`src/hw/rtl/pkht_pkg.sv`:
```
`timescale 1ns / 1ps
// ----------------------------------------------------------------------------
// pkht_pkg
// shared types, constants and hash helper for the pair key hash table
// ----------------------------------------------------------------------------
package pkht_pkg;

    localparam int          PKHT_DEPTH_DEFAULT = 256;
    localparam int          CFG_CAP_W          = 9;
    localparam int          CFG_CAP_RESET      = 256;
    localparam int          KEY_W              = 32;
    localparam int          VAL_W              = 8;
    localparam int          HASH_W             = 32;
    localparam int          MOD_BITS           = 4;
    localparam int          MOD_STEPS          = HASH_W / MOD_BITS;
    localparam int          MOD_CNT_W          = $clog2(MOD_STEPS);
    localparam logic [31:0] FNV_BASIS          = 32'd2166136261;
    localparam logic [31:0] FNV_PRIME          = 32'd16777619;

    typedef enum logic [3:0] {
        ST_CLEAR,
        ST_IDLE,
        ST_HASH1,
        ST_HASH2,
        ST_MOD,
        ST_ADDR,
        ST_READ,
        ST_CMP,
        ST_RESP
    } pkht_state_t;

    typedef struct packed {
        logic               occupied;
        logic [VAL_W-1:0]   value;
        logic [KEY_W-1:0]   ent;
        logic [KEY_W-1:0]   pkg;
    } slot_t;

    typedef struct packed {
        logic load_in;
        logic hash1;
        logic hash2;
        logic mod_step;
        logic probe_init;
        logic probe_next;
        logic slot_write;
        logic clear_step;
        logic res_capture;
        logic res_found;
        logic res_full;
        logic res_hit_value;
        logic res_load;
    } pkht_cmd_t;

    typedef struct packed {
        logic clear_last;
        logic cap_zero;
        logic mod_last;
        logic is_insert;
        logic slot_empty;
        logic key_match;
        logic walk_last;
        logic out_free;
    } pkht_status_t;

    // one fnv-1a word fold, low 32 bits of the product
    function automatic logic [HASH_W-1:0] fnv_fold(input logic [HASH_W-1:0] h,
                                                  input logic [KEY_W-1:0]  w);
        logic [HASH_W-1:0] x;
        x = h ^ w;
        return x * FNV_PRIME;
    endfunction

endpackage

```
`src/hw/rtl/pkht_ctrl.sv`:
```
`timescale 1ns / 1ps
// ----------------------------------------------------------------------------
// pkht_ctrl
// sequencer for clear, hash, modulo, probe walk and result handoff
// ----------------------------------------------------------------------------
module pkht_ctrl
    import pkht_pkg::*;
(
    input  logic         clk,
    input  logic         rst_n,
    input  logic         s_tvalid,
    output logic         s_tready,
    input  pkht_status_t status,
    output pkht_cmd_t    cmd
);

    pkht_state_t state_reg;
    pkht_state_t state_next;

    always_ff @(posedge clk or negedge rst_n)
    begin
        if (!rst_n)
        begin
            state_reg <= ST_CLEAR;
        end
        else
        begin
            state_reg <= state_next;
        end
    end

    always_comb
    begin
        state_next = state_reg;
        unique case (state_reg)
            ST_CLEAR:
            begin
                if (status.clear_last)
                begin
                    state_next = ST_IDLE;
                end
            end
            ST_IDLE:
            begin
                if (s_tvalid)
                begin
                    state_next = ST_HASH1;
                end
            end
            ST_HASH1:
            begin
                state_next = status.cap_zero ? ST_RESP : ST_HASH2;
            end
            ST_HASH2: state_next = ST_MOD;
            ST_MOD:
            begin
                if (status.mod_last)
                begin
                    state_next = ST_ADDR;
                end
            end
            ST_ADDR:  state_next = ST_READ;
            ST_READ:  state_next = ST_CMP;
            ST_CMP:
            begin
                if (status.slot_empty || status.key_match || status.walk_last)
                begin
                    state_next = ST_RESP;
                end
                else
                begin
                    state_next = ST_READ;
                end
            end
            ST_RESP:
            begin
                if (status.out_free)
                begin
                    state_next = ST_IDLE;
                end
            end
            default:  state_next = ST_CLEAR;
        endcase
    end

    always_comb
    begin
        cmd      = '0;
        s_tready = 1'b0;
        unique case (state_reg)
            ST_CLEAR: cmd.clear_step = 1'b1;
            ST_IDLE:
            begin
                s_tready    = 1'b1;
                cmd.load_in = s_tvalid;
            end
            ST_HASH1:
            begin
                cmd.hash1 = 1'b1;
                if (status.cap_zero)
                begin
                    cmd.res_capture = 1'b1;
                    cmd.res_full    = status.is_insert;
                end
            end
            ST_HASH2: cmd.hash2 = 1'b1;
            ST_MOD:   cmd.mod_step = 1'b1;
            ST_ADDR:  cmd.probe_init = 1'b1;
            ST_READ:  ;
            ST_CMP:
            begin
                priority if (status.slot_empty)
                begin
                    cmd.slot_write  = status.is_insert;
                    cmd.res_capture = 1'b1;
                end
                else if (status.key_match)
                begin
                    cmd.slot_write    = status.is_insert;
                    cmd.res_capture   = 1'b1;
                    cmd.res_found     = 1'b1;
                    cmd.res_hit_value = !status.is_insert;
                end
                else if (status.walk_last)
                begin
                    cmd.res_capture = 1'b1;
                    cmd.res_full    = status.is_insert;
                end
                else
                begin
                    cmd.probe_next = 1'b1;
                end
            end
            ST_RESP:  cmd.res_load = status.out_free;
            default:  ;
        endcase
    end

endmodule

```
`config.mk`:
```
export PLATFORM = sky130hd
export DESIGN_NAME = pkht_ctrl
export DESIGN_NICKNAME = d
export VERILOG_FILES = /design/src/hw/rtl/pkht_pkg.sv /design/src/hw/rtl/pkht_ctrl.sv
export SDC_FILE = /design/constraint.sdc
export NUM_CORES = 1
export LEC_CHECK = 0
export BUFFER_PORTS_ARGS = -buffer_cell sky130_fd_sc_hd__clkbuf_2
export CORE_MARGIN = 2
export CORE_UTILIZATION = 30
export DETAILED_ROUTE_END_ITERATION = 10
export PLACE_DENSITY = 0.57
export SLEW_MARGIN = 30
export SYNTH_ARGS = -nofsm -noshare
export SYNTH_HDL_FRONTEND = slang
export SYNTH_SLANG_ARGS = --single-unit
```
`constraint.sdc`:
```
create_clock -name clk -period 2.95 [get_ports clk]
set_input_delay 0.1475 -clock clk [delete_from_list [all_inputs] [get_ports clk]]
set_output_delay 0.1475 -clock clk [all_outputs]
set_load 0.02 [all_outputs]
```
After elaboration in Yosys (flattened, before gate mapping) --
Index checks and enable logic that the tools add are counted.
Word-level totals: flip-flop bits (word level) 4, bits in latches 0, RAM bits 0, bits in read-only memories 0, input bits 11, output and inout bits 14, word-level logic and storage cells 53, memories kept 0
Operators by class: $add $sub $neg 0, $mul 0, div/mod/pow operators 0, $lt $le $gt $ge 0, equality and inequality tests 12, shifts and indexed selects 0, multiplexer cells 35, bitwise operators 0, reductions and logical operators 5
Operator list (count):
- one-hot mux 4 bit (9 select lines) | 1
- two-way mux 1 bit | 24
- two-way mux 4 bit | 6
- == test 4 x 3 -> 1 bit, second input constant | 4
- == test 4 x 2 -> 1 bit, second input constant | 2
- inequality test 2 bit, second input constant | 4
- == test 4 x 1 -> 1 bit, second input constant | 1
- == test 4 bit, second input constant | 1
- logical NOT 4 bit | 1
- one-hot mux 1 bit (2 select lines) | 2
- AND reduction 4 bit | 1
- two-way mux 3 bit | 1
- logical OR 1 bit | 2
- two-way mux 2 bit | 1
- logical NOT 1 bit | 1

Logic depth before layout (Yosys ltp) --
depth after elaboration 4, depth in mapped cells 5, depth with buffers taken out 4

Worst setup path after synthesis --
OpenSTA, ideal clock, no wires.
path kind register -> output, start register state_reg[3], end output port cmd[2] in the netlist's numbering, arrival time 1.815 ns, data required time 2.803 ns, path slack 0.987 ns, cell stages (with the launch flop) 5, path buffers 1, cell sequence dfrtp_1 buf_2 nor4b_1 a32oi_1 nor2b_1
RTL lines:
- start, declared | RTL line pkht_ctrl.sv:17 | pkht_state_t state_reg;
- start signal, assigned | RTL line pkht_ctrl.sv:28 | state_reg <= state_next;
- end, declared | RTL line pkht_ctrl.sv:14 | output pkht_cmd_t cmd

==> results.json <==
{
  "coreArea_um2": 1280,
  "wl_per_cell_um": 10.7,
  "max_stage_delay_ps": 580,
  "antenna_found_initial": 0,
  "cts_setup_buffers": 0,
  "synth_cell_types": 22,
  "cp.required_ps": 2800,
  "grtUsageMet2_pct": 21.5,
  "cts_buffers": 3,
  "place_congestion": 0.691,
  "crit_slowest_cell": "dfrtp_1",
  "critical_path_class": "register to output pin",
  "p_leak_nw": 0.257,
  "cts.htree.levels": 1,
  "arrival_ps": 1670,
  "overflow": 0,
  "irDropWorstVdd_mv": 0.437,
  "crit_fanout": 14,
  "r2r_end": "state_reg[0]",
  "path_cells": "nand2_1, nor4b_2, nor2b_1, clkbuf_2",
  "synth_seq_cells": 4,
  "layout_commonest_cell": "clkbuf_2",
  "r2r_start": "state_reg[0]",
  "rows": 13,
  "syn_area_um2": 407,
  "initial_core_util_pct": 31.6,
  "status": "completed",
  "postRouteAntennaNets": 0,
  "reg2reg_depth": 4,
  "max-cap-violations": 0,
  "antenna_cells": 0,
  "grtUsageTotal_pct": 14.2,
  "holdPathStages": 2,
  "fin_tns_setup_ps": 0,
  "final-hold-violation-count": 0,
  "fin_crit_ps": 1820,
  "grt_pass1_vias": 338,
  "viasPerCell": 5.07,
  "critPathCaptureType": "output pin",
  "fin_skew_ps": 5.37,
  "r2r_setup_slack_ps": 1520,
  "busiest_layer": "met2",
  "worst_pin_slew_ps": 429,
  "layout.nets": 90,
  "hold_class": "input port to register",
  "ys.warnings.count": 0,
  "die_w_um": 40.8,
  "clk_path_buf_depth": 2,
  "place_hpwl_um": 761,
  "vias": 466,
  "syn-num-nets": 64,
  "grt_pass1_wl_mm": 1.46,
  "final_util_pct": 43.0,
  "clock_sinks": 4,
  "io_buffer_count": 24,
  "gr-usage-met3_pct": 4.89,
  "whs_endpoint": "state_reg[0]",
  "clkLatencyLatePin_ps": 250,
  "finalPower_mw": 0.527,
  "layout-drive-gt1-share_pct": 39.0,
  "max_slew_margin_pct": 71.4,
  "grt_setup_unrepaired": "false",
  "root_buffer": "clkbuf_4",
  "final_cell_mix": "24 x clkbuf_2, 6 x nor2_1, 6 x nor3_1",
  "clk_pin_slew_ps": 40,
  "drc": 0,
  "dr.pass1.iters": 4,
  "maxSlewViolCount": 0,
  "die_height_um": 40.8,
  "crit_path_start_kind": "register",
  "largest_reg_flops": 4,
  "io_pins": 25,
  "cts_tree": "done",
  "fin_crit_sh_pct": 61.6,
  "synth_cells": 53,
  "clock.fmax_mhz": 550,
  "grt_start_max_net_pins": 15,
  "hp-start": "s_tvalid",
  "synth_seq_area_share_pct": 24.6,
  "avgSynthCellArea_um2": 7.67,
  "syn_to_final_growth_pct": 36.0,
  "die-area_um2": 1670,
  "p_per_area_nw_per_um2": 954,
  "finalWirelength_um": 983,
  "finalSetupViolations": 0,
  "use_met1_pct": 16.3,
  "drtIter0Drc": 13
}
-- Yosys cell counts (all sizes together) --
master | n | share of area (%)
nand2 | 3 | 2.8
o21ai | 1 | 1.2
nor2b | 3 | 4.6
a311oi | 1 | 2.2
inv | 2 | 1.8
nand3 | 1 | 1.2
nor4 | 2 | 4.6
nor4b | 4 | 10
nand2b | 4 | 6.2
dfrtp | 4 | 25
mux2i | 1 | 2.5
buf | 4 | 6.2
a21oi | 5 | 6.2
nor3 | 6 | 7.4
and2 | 3 | 4.6
o32ai | 2 | 6.2
nor2 | 6 | 5.5
a32oi | 1 | 2.2
-- stage by stage --
step / instance area, um^2 / std cells / setup WS, ps / hold WS [ps]
6_report: 553 / 92 / 1130 / 126
5_1_grt: 553 / 92 / 948 / 147
3_5_place_dp: 520 / 88 / 1380 / -42.7
3_3_place_gp: 520 / 88 / 1370 / -42.7
4_1_cts: 553 / 92 / 1100 / 121
2_1_floorplan: 407 / 53 / 987 / -148
-- logic make-up after synthesis --
kind of cell	Yosys count	share of synthesized area (%)
AO/OA/AOI/OAI	10	17.8
buffers and inverters	6	8.00
flip-flops	4	24.6
AND/OR/NAND/NOR	32	47.1
multiplexers	1	2.46
-- power breakdown --
group	internal (mW)	leakage [nW]	switching, mW
Combinational	0.123	0.192	0.168
Sequential	0.0791	0.0508	0.0841
Clock	0.0458	0.0138	0.0266
-- worst max path at each step --
stage,depth (start not counted),end,slack (ps),start
after floorplan,4,cmd[2],990,state_reg[3]
after global placement,4,cmd[1],1370,state_reg[0]
after detailed placement,4,cmd[1],1380,state_reg[0]
after CTS,4,cmd[1],1100,state_reg[0]
after global routing,5,cmd[2],950,state_reg[0]
final,4,cmd[1],1130,state_reg[0]
-- layout make-up --
class	instances	area [um^2]
Multi-Input combinational cell	43	274
Inverter	2	7.51
Timing Repair Buffer	25	130
Fill cell	139	732
Sequential cell	4	100
Tap cell	15	18.8
Clock buffer	3	22.5
-- critical path, delay by kind of cell (launching register included) --
family	cells	cell delay [ps]
and+or+nand+nor	3	680
DFF	1	580
buffers and inverters	1	170
-- what timing repair did --
item / in CTS / in global routing
hold endpoints to repair: 4 / 0
hold buffers: 1 / 0
gates resized for setup: 0 / 0
-- per-layer routing --
metal	wire length, um	vias to the layer above
li1	-	244
met1	444	197
met2	429	23
met3	91	2
met4	18	0
met5	0	-
(Power assumes the default switching activity.)
